`config.mk`:
```
export PLATFORM = sky130hd
export DESIGN_NAME = cps_cell
export DESIGN_NICKNAME = d
export VERILOG_FILES = /design/src/rtl/cps_pkg.sv /design/src/rtl/cps_cell.sv
export SDC_FILE = /design/constraint.sdc
export NUM_CORES = 1
export LEC_CHECK = 0
export ABC_AREA = 1
export BUFFER_PORTS_ARGS = -buffer_cell sky130_fd_sc_hd__buf_2
export CORE_MARGIN = 2
export CORE_UTILIZATION = 40
export DETAILED_ROUTE_END_ITERATION = 8
export MAX_ROUTING_LAYER = met4
export SLEW_MARGIN = 30
export SYNTH_ARGS = -nofsm -noshare
export SYNTH_HDL_FRONTEND = slang
export SYNTH_SLANG_ARGS = --single-unit
```
`constraint.sdc`:
```
create_clock -name clk -period 10.4 [get_ports clk]
set_input_delay 2.08 -clock clk [delete_from_list [all_inputs] [get_ports clk]]
set_output_delay 2.08 -clock clk [all_outputs]
set_load 0.1 [all_outputs]
```
`src/rtl/cps_pkg.sv`:
```
`timescale 1ns / 1ps

package cps_pkg;

  localparam int MAX_POINTS = 64;
  localparam int IDX_W      = (MAX_POINTS > 1) ? $clog2(MAX_POINTS) : 1;
  localparam int CNT_W      = $clog2(MAX_POINTS + 1);
  localparam int COORD_W    = 16;
  localparam int SQ_W       = 2 * COORD_W;
  localparam int DIST_W     = SQ_W + 1;
  localparam int OUT_IDX_W  = 6;

  typedef struct packed {
    logic signed [COORD_W-1:0] coord_x;
    logic signed [COORD_W-1:0] coord_y;
    logic                      last_point;
  } in_item_t;

  typedef struct packed {
    logic [OUT_IDX_W-1:0] first_index;
    logic [OUT_IDX_W-1:0] second_index;
    logic [DIST_W-1:0]    distance_squared;
    logic                 pair_valid;
    logic                 points_dropped;
  } out_item_t;

  // one anchor point travelling down the cell row with its running best
  typedef struct packed {
    logic                      vld;
    logic [IDX_W-1:0]          anchor;
    logic signed [COORD_W-1:0] ax;
    logic signed [COORD_W-1:0] ay;
    logic                      found;
    logic [DIST_W-1:0]         best;
    logic [IDX_W-1:0]          best_j;
  } token_t;

  // broadcast control from the sequencer to every cell
  typedef struct packed {
    logic                      wr_en;
    logic [IDX_W-1:0]          wr_idx;
    logic signed [COORD_W-1:0] wr_x;
    logic signed [COORD_W-1:0] wr_y;
    logic [CNT_W-1:0]          n;
  } cell_ctl_t;

  function automatic logic [OUT_IDX_W-1:0] out_idx(input logic [IDX_W-1:0] v);
    logic [IDX_W+OUT_IDX_W-1:0] ext;
    ext = {{OUT_IDX_W{1'b0}}, v};
    return ext[OUT_IDX_W-1:0];
  endfunction

endpackage

```
`src/rtl/cps_cell.sv`:
```
`timescale 1ns / 1ps

module cps_cell (
  input  logic              clk,
  input  logic              rst_n,
  input  logic [cps_pkg::IDX_W-1:0] cell_idx,
  input  cps_pkg::cell_ctl_t ctl,
  input  cps_pkg::token_t   tok_in,
  output cps_pkg::token_t   tok_out
);

  logic signed [cps_pkg::COORD_W-1:0] x_r, y_r;

  cps_pkg::token_t                 s1_tok_r, s1_tok_nxt;
  logic                            s1_act_r, s1_act_nxt;
  logic [cps_pkg::SQ_W-1:0]        sqx_r, sqx_nxt, sqy_r, sqy_nxt;
  cps_pkg::token_t                 s2_tok_r, s2_tok_nxt;

  logic signed [cps_pkg::COORD_W:0] dx, dy, adx, ady;
  logic [cps_pkg::COORD_W-1:0]      mx, my;
  logic [cps_pkg::DIST_W-1:0]       sum;

  // point storage, written once per set
  always_ff @(posedge clk) begin
    if (ctl.wr_en && (ctl.wr_idx == cell_idx)) begin
      x_r <= ctl.wr_x;
      y_r <= ctl.wr_y;
    end
  end

  // stage 1: pick up the anchor at its own cell, square the offsets
  always_comb begin
    s1_tok_nxt = tok_in;
    if (tok_in.anchor == cell_idx) begin
      s1_tok_nxt.ax = x_r;
      s1_tok_nxt.ay = y_r;
    end
    s1_act_nxt = tok_in.vld && (cell_idx > tok_in.anchor) &&
                 (cps_pkg::CNT_W'(cell_idx) < ctl.n);
    dx  = {x_r[cps_pkg::COORD_W-1], x_r} - {tok_in.ax[cps_pkg::COORD_W-1], tok_in.ax};
    dy  = {y_r[cps_pkg::COORD_W-1], y_r} - {tok_in.ay[cps_pkg::COORD_W-1], tok_in.ay};
    adx = dx[cps_pkg::COORD_W] ? -dx : dx;
    ady = dy[cps_pkg::COORD_W] ? -dy : dy;
    mx  = adx[cps_pkg::COORD_W-1:0];
    my  = ady[cps_pkg::COORD_W-1:0];
    sqx_nxt = cps_pkg::SQ_W'(mx) * cps_pkg::SQ_W'(mx);
    sqy_nxt = cps_pkg::SQ_W'(my) * cps_pkg::SQ_W'(my);
  end

  // stage 2: add and keep the earliest strict minimum
  always_comb begin
    sum        = cps_pkg::DIST_W'(sqx_r) + cps_pkg::DIST_W'(sqy_r);
    s2_tok_nxt = s1_tok_r;
    if (s1_act_r && (!s1_tok_r.found || (sum < s1_tok_r.best))) begin
      s2_tok_nxt.found  = 1'b1;
      s2_tok_nxt.best   = sum;
      s2_tok_nxt.best_j = cell_idx;
    end
  end

  always_ff @(posedge clk) begin
    if (!rst_n) begin
      s1_tok_r.vld <= 1'b0;
      s1_act_r     <= 1'b0;
      s2_tok_r.vld <= 1'b0;
    end else begin
      s1_tok_r <= s1_tok_nxt;
      s1_act_r <= s1_act_nxt;
      s2_tok_r <= s2_tok_nxt;
    end
  end

  always_ff @(posedge clk) begin
    sqx_r <= sqx_nxt;
    sqy_r <= sqy_nxt;
  end

  assign tok_out = s2_tok_r;

endmodule

```
==> results of run 1 <==
critical path: cells and delay by family:
| kind | cells | cell delay (ns) |
|---|---|---|
| fa+ha+maj | 10 | 4.30 |
| buf+inv | 9 | 1.10 |
| simple gates | 13 | 1.69 |
| xor+xnor | 1 | 0.13 |
| compound gates | 4 | 0.69 |
final cells by class:
| type | count | share of cell area |
|---|---|---|
| antenna | 1 | 0.0000809 |
| clock buffer | 29 | 0.0235 |
| clock inverter | 22 | 0.00829 |
| inverter | 763 | 0.0928 |
| multi-input combinational | 2141 | 0.571 |
| sequential | 253 | 0.225 |
| tap | 931 | 0.0377 |
| timing repair buffer | 241 | 0.0416 |
cell usage after synthesis (all sizes together), types with 2 or more instances:
cell type,n
ha,301
o221ai,5
nor3,20
a211oi,5
nand2,585
o21ai,95
edfxtp,188
a31oi,9
nand4,25
inv,760
clkinv,3
nand3,109
xor2,73
a21boi,7
dfxtp,65
and2,5
nor2,306
or2,5
buf,26
clkbuf,21
o211ai,7
xnor2,37
nor4,4
a21o,10
a21oi,173
o21a,9
a31o,2
nand3b,2
o21bai,10
fa,326
through the flow:
step	setup WS (ns)	hold slack (ns)	util	cell area, µm²	instances
CTS	0.892	0.372	0.451	30900	4380
floorplan	1.39	0.390	-	27700	3204
finish	0.877	0.384	0.451	30900	4381
detailed placement	0.270	0.405	0.436	29900	4329
global placement	0.259	0.401	0.436	29900	4329
global route	0.307	0.398	0.451	30900	4381
cells by family (layout without fill, tap and decap cells):
family          count (synthesis)  after routing  synth area share
buf+inv                       810           1055             0.113
flops                         253            253             0.251
other cells                     0              1                 0
fa+ha+maj                     627            627             0.371
compound gates                341            341            0.0699
xor+xnor                      110            110            0.0361
simple gates                 1063           1063             0.160
sequential cells by signal, summed over array words and instances (netlist names):
register,flops
s1_tok_r,79
sqy_r,31
tok_out,79
x_r,16
y_r,16
sqx_r,31
s1_act_r,1
layer usage:
metal  part of all wire  wire [µm]  track usage  up-vias
li1                   -          -            -    10419
met1               0.47      31600        0.273     9833
met2               0.45      30100        0.318      558
met3              0.063       4240       0.0277       73
met4              0.021       1390       0.0363        0
met5                  0          0            -        -
path summary, 6_finish.rpt:
kind | start | to | slack, ns | cells past startpoint
max | tok_in[56] | sqx_r[30] | 0.88 | 37
min | s1_tok_r[57] | tok_out[57] | 0.38 | 0
max reg2reg | x_r[0] | sqx_r[30] | 2.13 | 37
min reg2reg | s1_tok_r[57] | tok_out[57] | 0.38 | 0
==> results.yml, run 1 <==
global_routing:
  grt_pass1_vias: 21549
  number_of_antenna_violations_at_the_first_check_in_global_routing: 2
  total_global_route_track_usage: 0.200
  grt_max_degree: 96
  grt_first_pass_wirelength_mm: 110
  global_route.overflow_total: 0
timing:
  setup_violations: 0
  final.period_utilization: 0.916
  worst_clock_skew_ns: 0.0326
  tns_setup_ns: 0
  grt_setup_unrepaired: "false"
  highest_achievable_clock_rate_mhz: 105
  final-max-slew-violation-count: 0
  timing.final.hold_violations: 0
  slew_headroom: 0.367
  period_minus_slack_ns: 9.52
  tightest_slew_ns: 0.950
final_layout:
  final_cell_mix: "inv_1, nand2_1, fa_1, ha_1, nor2_1"
  number_of_filler_instances_in_the_final_layout: 6726
  multi_input_comb_area_um2: 17700
  final-seq-area_um2: 6950
  synthToLayoutAreaGrowth_pct: 11.5
  layout_cell_share_with_drive_strength_beyond_1: 0.108
  design.final.nets: 4188
  final_common_cell: "inv_1"
synthesis:
  synth-seq-area-share: 0.251
  cell_type_with_the_highest_aggregate_area_in_the_netlist: "fa_1"
  post_synthesis_cell_count: 3204
  synth.top_cells.by_area: "fa_1, edfxtp_1, ha_1, inv_1, nand2_1"
  synth-async-reset-ratio: 0
  synth_area_um2: 27700
  synth-main-ff-cell: "edfxtp_1"
  syn_nets: 3964
  post_synth.cell_area_avg_um2: 8.65
  synth.yosys.warnings: 0
  synth_cell_types: 60
  register_bit_total_from_synthesis: 253
  synth-edff-count: 188
  synth.top_cell.area_share: 0.235
setup_path:
  worst-path-max-fanout: 11
  worstSetupPathType: "input pin to flip-flop"
  worstPathArrival_ns: 10.00
  crit_path_max_cell_delay_ns: 0.55
  path_common_cell: "inv_1"
  crit_path_top_delay_cell: "fa_1"
  kind_of_capture_point_of_the_worst_setup_path: "flip-flop"
  startpoint_type: "input pin"
  worst_ep_required_time_ns: 10.88
clock_tree:
  clock_insertion_delay_worst_skew_ns: 0.60
  ctsHtreeMaxLevel: 1
  tritoncts_buffers: 28
  number_of_gates_resized_after_cts: 0
  postCtsSetupRepairBufs: 0
  clk_pin_slew_worst_paths_ns: 0.08
  cts_tree: "yes"
  cts_max_path_buffers: 3
  cts_root_buffer: "clkbuf_16"
  tritoncts_num_sinks: 253
  cts_hold_buf: 0
detailed_routing:
  route.antenna.remaining_nets: 0
  routedWlPerCell_um: 15.4
  dr_vias: 20883
  drcViolationCount: 0
  drt-total-wl_mm: 67.4
  detail_route.vias_per_cell: 4.77
  detailedRoute.firstIterationViolations: 1344
  first_pass_iteration_count_of_the_detailed_router: 5
hold_path:
  hold_path.class: "flip-flop to flip-flop"
placed_design:
  place.detailed.hpwl_mm: 56.7
  portBuffers: 211
  gp_congestion: 0.900
job:
  drv.max_cap_violation_count: 0
floorplanning:
  rows: 96
  die_w_um: 267
  dieArea_um2: 71400
  effective_utilization_at_floorplan: 0.404
  floorplan.core_area_um2: 68600
  boundaryPins: 212
  fp.dieH_um: 267
status:
  status: "finished, final reports clean"
Power of run 1 is not shown: default switching activity piles up to over one toggle a cycle in this logic, so the estimate is an artifact.
==> inputs of run 2 (changes only) <==
--- a/config.mk
+++ b/config.mk
@@ -11,6 +11,7 @@
 export CORE_UTILIZATION = 40
 export DETAILED_ROUTE_END_ITERATION = 8
 export MAX_ROUTING_LAYER = met4
+export REMOVE_ABC_BUFFERS = 1
 export SLEW_MARGIN = 30
 export SYNTH_ARGS = -nofsm -noshare
 export SYNTH_HDL_FRONTEND = slang
==> run 2 against run 1 <==
Effect of this change: via count down 0.93%; worst hold slack improved by 0.016 ns; final area is 0.38% higher; utilization rose by 0.17 points; critical path depth increased by 2; critical path type unchanged; sequential share of layout area decreased by 0.085 points.
==> results.yml, run 2 (synthesized netlist as in run 1, its figures left out) <==
status:
  status: "finished, final reports clean"
detailed_routing:
  first_pass_iteration_count_of_the_detailed_router: 5
  drt-total-wl_mm: 65.8
  route.antenna.remaining_nets: 0
  drcViolationCount: 0
  dr_vias: 20688
  detailedRoute.firstIterationViolations: 1241
  detail_route.vias_per_cell: 4.71
  routedWlPerCell_um: 15.0
global_routing:
  number_of_antenna_violations_at_the_first_check_in_global_routing: 3
  global_route.overflow_total: 0
  grt_max_degree: 89
  grt_pass1_vias: 21193
  grt_first_pass_wirelength_mm: 108
  total_global_route_track_usage: 0.196
final_layout:
  finish.utilization: 0.453
  final_cell_mix: "inv_1, nand2_1, fa_1, ha_1, nor2_1"
  design.final.nets: 4194
  synthToLayoutAreaGrowth_pct: 11.9
  layout_cell_share_with_drive_strength_beyond_1: 0.109
  final_common_cell: "inv_1"
placed_design:
  gp_congestion: 0.892
  place.detailed.hpwl_mm: 55.4
  dpl_worst_slack_ns: 0.408
  portBuffers: 211
timing:
  setup_violations: 0
  slew_headroom: 0.394
  fin_worst_setup_slack_ns: 1.02
  timing.final.hold_violations: 0
  highest_achievable_clock_rate_mhz: 107
  worst_clock_skew_ns: 0.0264
  tightest_slew_ns: 0.908
  final-max-slew-violation-count: 0
  final.period_utilization: 0.902
  period_minus_slack_ns: 9.38
  grt_setup_unrepaired: "false"
  tns_setup_ns: 0
setup_path:
  worstSetupPathType: "input pin to flip-flop"
  worst-path-max-fanout: 11
  worstPathArrival_ns: 9.84
  cp_num_buf_inv: 8
  kind_of_capture_point_of_the_worst_setup_path: "flip-flop"
  worst_ep_required_time_ns: 10.86
  crit_path_top_delay_cell: "fa_1"
  critPathTopFamily: "adder cells"
  crit_path_max_cell_delay_ns: 0.50
  startpoint_type: "input pin"
  path_common_cell: "nand2_1"
clock_tree:
  cts_hold_buf: 0
  number_of_gates_resized_after_cts: 0
  cts_max_path_buffers: 3
  clock_insertion_delay_worst_skew_ns: 0.60
  tritoncts_num_sinks: 253
  cts_root_buffer: "clkbuf_16"
  cts_tree: "yes"
  tritoncts_buffers: 29
  ctsHtreeMaxLevel: 1
  postCtsSetupRepairBufs: 0
  clk_pin_slew_worst_paths_ns: 0.08
floorplanning:
  effective_utilization_at_floorplan: 0.404
  fp.dieH_um: 267
  floorplan.core_area_um2: 68600
  boundaryPins: 212
  rows: 96
  dieArea_um2: 71400
  die_w_um: 267
job:
  drv.max_cap_violation_count: 0
hold_path:
  hold_path.class: "flip-flop to flip-flop"
run 2: cell types whose count changed in the layout (fill, tap and decap cells not counted), moves of 2 or more:
cell	before	now
buf_4	30	35
clkbuf_1	0	3
clkbuf_16	29	33
clkinv_1	3	5
clkinv_4	3	0
clkinv_8	2	0
inv_4	7	3
inv_8	0	2
run 2: final cells by class:
| class | count | area (µm²) |
|---|---|---|
| Tap cell | 931 | 1160 |
| Antenna cell | 1 | 2.50 |
| Sequential cell | 253 | 6950 |
| Fill cell | 6852 | 37500 |
| Timing Repair Buffer | 246 | 1330 |
| Inverter | 763 | 2870 |
| Clock buffer | 37 | 851 |
| Multi-Input combinational cell | 2141 | 17700 |
| Clock inverter | 17 | 211 |
run 2: final timing paths:
kind | from | end | slack (ns) | cells past startpoint
setup / recovery | tok_in[40] | sqy_r[28] | 1.02 | 39
hold / removal | s1_tok_r[61] | tok_out[61] | 0.40 | 0
setup reg to reg | y_r[0] | sqy_r[28] | 2.27 | 39
hold reg to reg | s1_tok_r[61] | tok_out[61] | 0.40 | 0
run 2: worst register-to-register path: cells and delay by family, from the launching register on:
kind	cells	cell delay [ns]
simple gates	15	1.47
xor+xnor	2	0.47
flops	1	0.32
fa+ha+maj	9	3.57
buf+inv	8	0.80
compound gates	5	1.38
run 2: routing by layer:
metal | track usage | wire [µm]
met1 | 0.263 | 31400
met2 | 0.316 | 29700
met3 | 0.0315 | 3530
met4 | 0.0360 | 1160
met5 | - | 0
run 2: metrics by stage:
stage	hold slack [ns]	cells	area [µm²]
6_report	0.400	4389	31000
3_5_place_dp	0.402	4334	30000
2_1_floorplan	0.390	3157	27500
3_3_place_gp	0.393	4334	30000
4_1_cts	0.403	4388	31000
5_1_grt	0.409	4389	31000
Power of run 2 is left out for the same reason.
==> inputs of run 3 (changes only) <==
--- a/config.mk
+++ b/config.mk
@@ -10,6 +10,7 @@
 export CORE_MARGIN = 2
 export CORE_UTILIZATION = 40
 export DETAILED_ROUTE_END_ITERATION = 8
+export GPL_TIMING_DRIVEN = 0
 export MAX_ROUTING_LAYER = met4
 export REMOVE_ABC_BUFFERS = 1
 export SLEW_MARGIN = 30
==> run 3 against run 2 <==
Effect of this change: non-clock buffer count down 17; cell count fell by 0.36%; critical endpoint is now sqx_r[30]; highest routed layer unchanged; wire length down 2.2%; flip-flop and latch count unchanged; global-route usage decreased by 0.51 points; utilization hardly changed; register-to-register slack got worse by 0.59 ns; first-iteration DRC count fell by 13%; critical path depth down 7; maximum frequency is 4.9% lower.
==> results.yml, run 3 (synthesized netlist as in run 1, its figures left out) <==
setup_path:
  crit_path_max_cell_delay_ns: 0.78
  path_common_cell: "fa_1"
  cp_num_buf_inv: 7
  worstPathArrival_ns: 10.32
  worst-path-max-fanout: 19
  startpoint_type: "input pin"
  crit_path_top_delay_cell: "ha_1"
  worst_ep_required_time_ns: 10.86
  critPathTopFamily: "adder cells"
  kind_of_capture_point_of_the_worst_setup_path: "flip-flop"
  worstSetupPathType: "input pin to flip-flop"
placed_design:
  dp_cells: 4312
  gp_congestion: 0.883
  portBuffers: 211
  place.detailed.hpwl_mm: 54.0
  dpl_worst_slack_ns: -0.223
global_routing:
  grt_pass1_vias: 21167
  grt_max_degree: 73
  global_route.overflow_total: 0
  grt_first_pass_wirelength_mm: 106
  number_of_antenna_violations_at_the_first_check_in_global_routing: 1
  total_global_route_track_usage: 0.191
timing:
  highest_achievable_clock_rate_mhz: 101
  final.period_utilization: 0.948
  final.hold.worst_slack_ns: 0.417
  period_minus_slack_ns: 9.86
  timing.final.hold_violations: 0
  slew_headroom: 0.401
  tns_setup_ns: 0
  fin_worst_setup_slack_ns: 0.540
  setup_violations: 0
  grt_setup_unrepaired: "false"
  tightest_slew_ns: 0.898
  worst_clock_skew_ns: 0.0181
  final-max-slew-violation-count: 0
clock_tree:
  ctsHtreeMaxLevel: 1
  cts_max_path_buffers: 3
  cts_hold_buf: 0
  cts_tree: "yes"
  clk_pin_slew_worst_paths_ns: 0.06
  tritoncts_buffers: 29
  tritoncts_num_sinks: 253
  cts_root_buffer: "clkbuf_16"
  clock_insertion_delay_worst_skew_ns: 0.59
final_layout:
  design.final.nets: 4177
  layout_cell_share_with_drive_strength_beyond_1: 0.108
  synthToLayoutAreaGrowth_pct: 12.0
  final_cell_mix: "inv_1, nand2_1, fa_1, ha_1, nor2_1"
  final_common_cell: "inv_1"
  fin_cells: 4373
  number_of_filler_instances_in_the_final_layout: 6778
detailed_routing:
  detailedRoute.firstIterationViolations: 1078
  drcViolationCount: 0
  detail_route.vias_per_cell: 4.71
  dr_vias: 20581
  first_pass_iteration_count_of_the_detailed_router: 7
  drt-total-wl_mm: 64.3
  route.antenna.remaining_nets: 0
  routedWlPerCell_um: 14.7
floorplanning:
  rows: 96
  effective_utilization_at_floorplan: 0.404
  dieArea_um2: 71400
  fp.dieH_um: 267
  boundaryPins: 212
  die_w_um: 267
  floorplan.core_area_um2: 68600
hold_path:
  hold_path.class: "flip-flop to flip-flop"
status:
  status: "finished, final reports clean"
job:
  drv.max_cap_violation_count: 0
==> run 3: changes by cell type in the layout (fill, tap and decap cells not counted), sizes merged <==
cell / delta
buf: -17
bufinv: -4
diode: +1
clkinvlp: +1
inv: -2
clkbuf: +8
clkinv: -3
==> run 3: through the flow <==
step           area, µm²   util
2_1_floorplan      27500      -
6_report           31000  0.453
4_1_cts            31000  0.451
3_3_place_gp       29700  0.433
5_1_grt            31000  0.453
3_5_place_dp       29900  0.436
==> run 3: worst register-to-register path, delay by kind of cell, from the launching register on <==
family	cells	cell delay [ns]
adders and majority gates	9	4.00
and+or+nand+nor	15	2.04
AOI/OAI and AO/OA	3	0.49
DFF	1	0.36
xor gates and xnor gates	2	0.92
buffers and inverters	7	0.81
==> run 3: repair_timing <==
action | 4_1_cts | 5_1_grt
setup buffers | 0 | 5
resized for setup | 0 | 5
setup endpoints to repair | 0 | 7
==> run 3: layout make-up <==
cell class,count,area [µm²],share of cell area
multi-input cells,2141,17800,0.572
clock inverters,9,71.3,0.00230
repair buffers,229,1240,0.0401
flip-flops and latches,253,6950,0.224
inverters,763,2870,0.0925
diodes,2,5.00,0.000161
well taps,931,1160,0.0375
clock buffers,45,975,0.0314
==> run 3: final timing paths <==
| check | to | start | slack, ns | cells past startpoint |
|---|---|---|---|---|
| worst max-delay path | sqx_r[30] | tok_in[56] | 0.54 | 32 |
| worst min-delay path | tok_out[78] | s1_tok_r[78] | 0.42 | 2 |
| worst max register to register | sqx_r[30] | x_r[0] | 1.68 | 36 |
| worst min register to register | tok_out[78] | s1_tok_r[78] | 0.42 | 2 |
==> run 3: per-layer routing <==
metal | routed length (µm) | global-route usage | vias up | share of wire
li1 | - | - | 10404 | -
met1 | 30800 | 0.257 | 9680 | 0.48
met2 | 28900 | 0.306 | 424 | 0.45
met3 | 3480 | 0.0311 | 73 | 0.054
met4 | 1160 | 0.0346 | 0 | 0.018
met5 | 0 | - | - | 0
Power of run 3 is left out for the same reason.
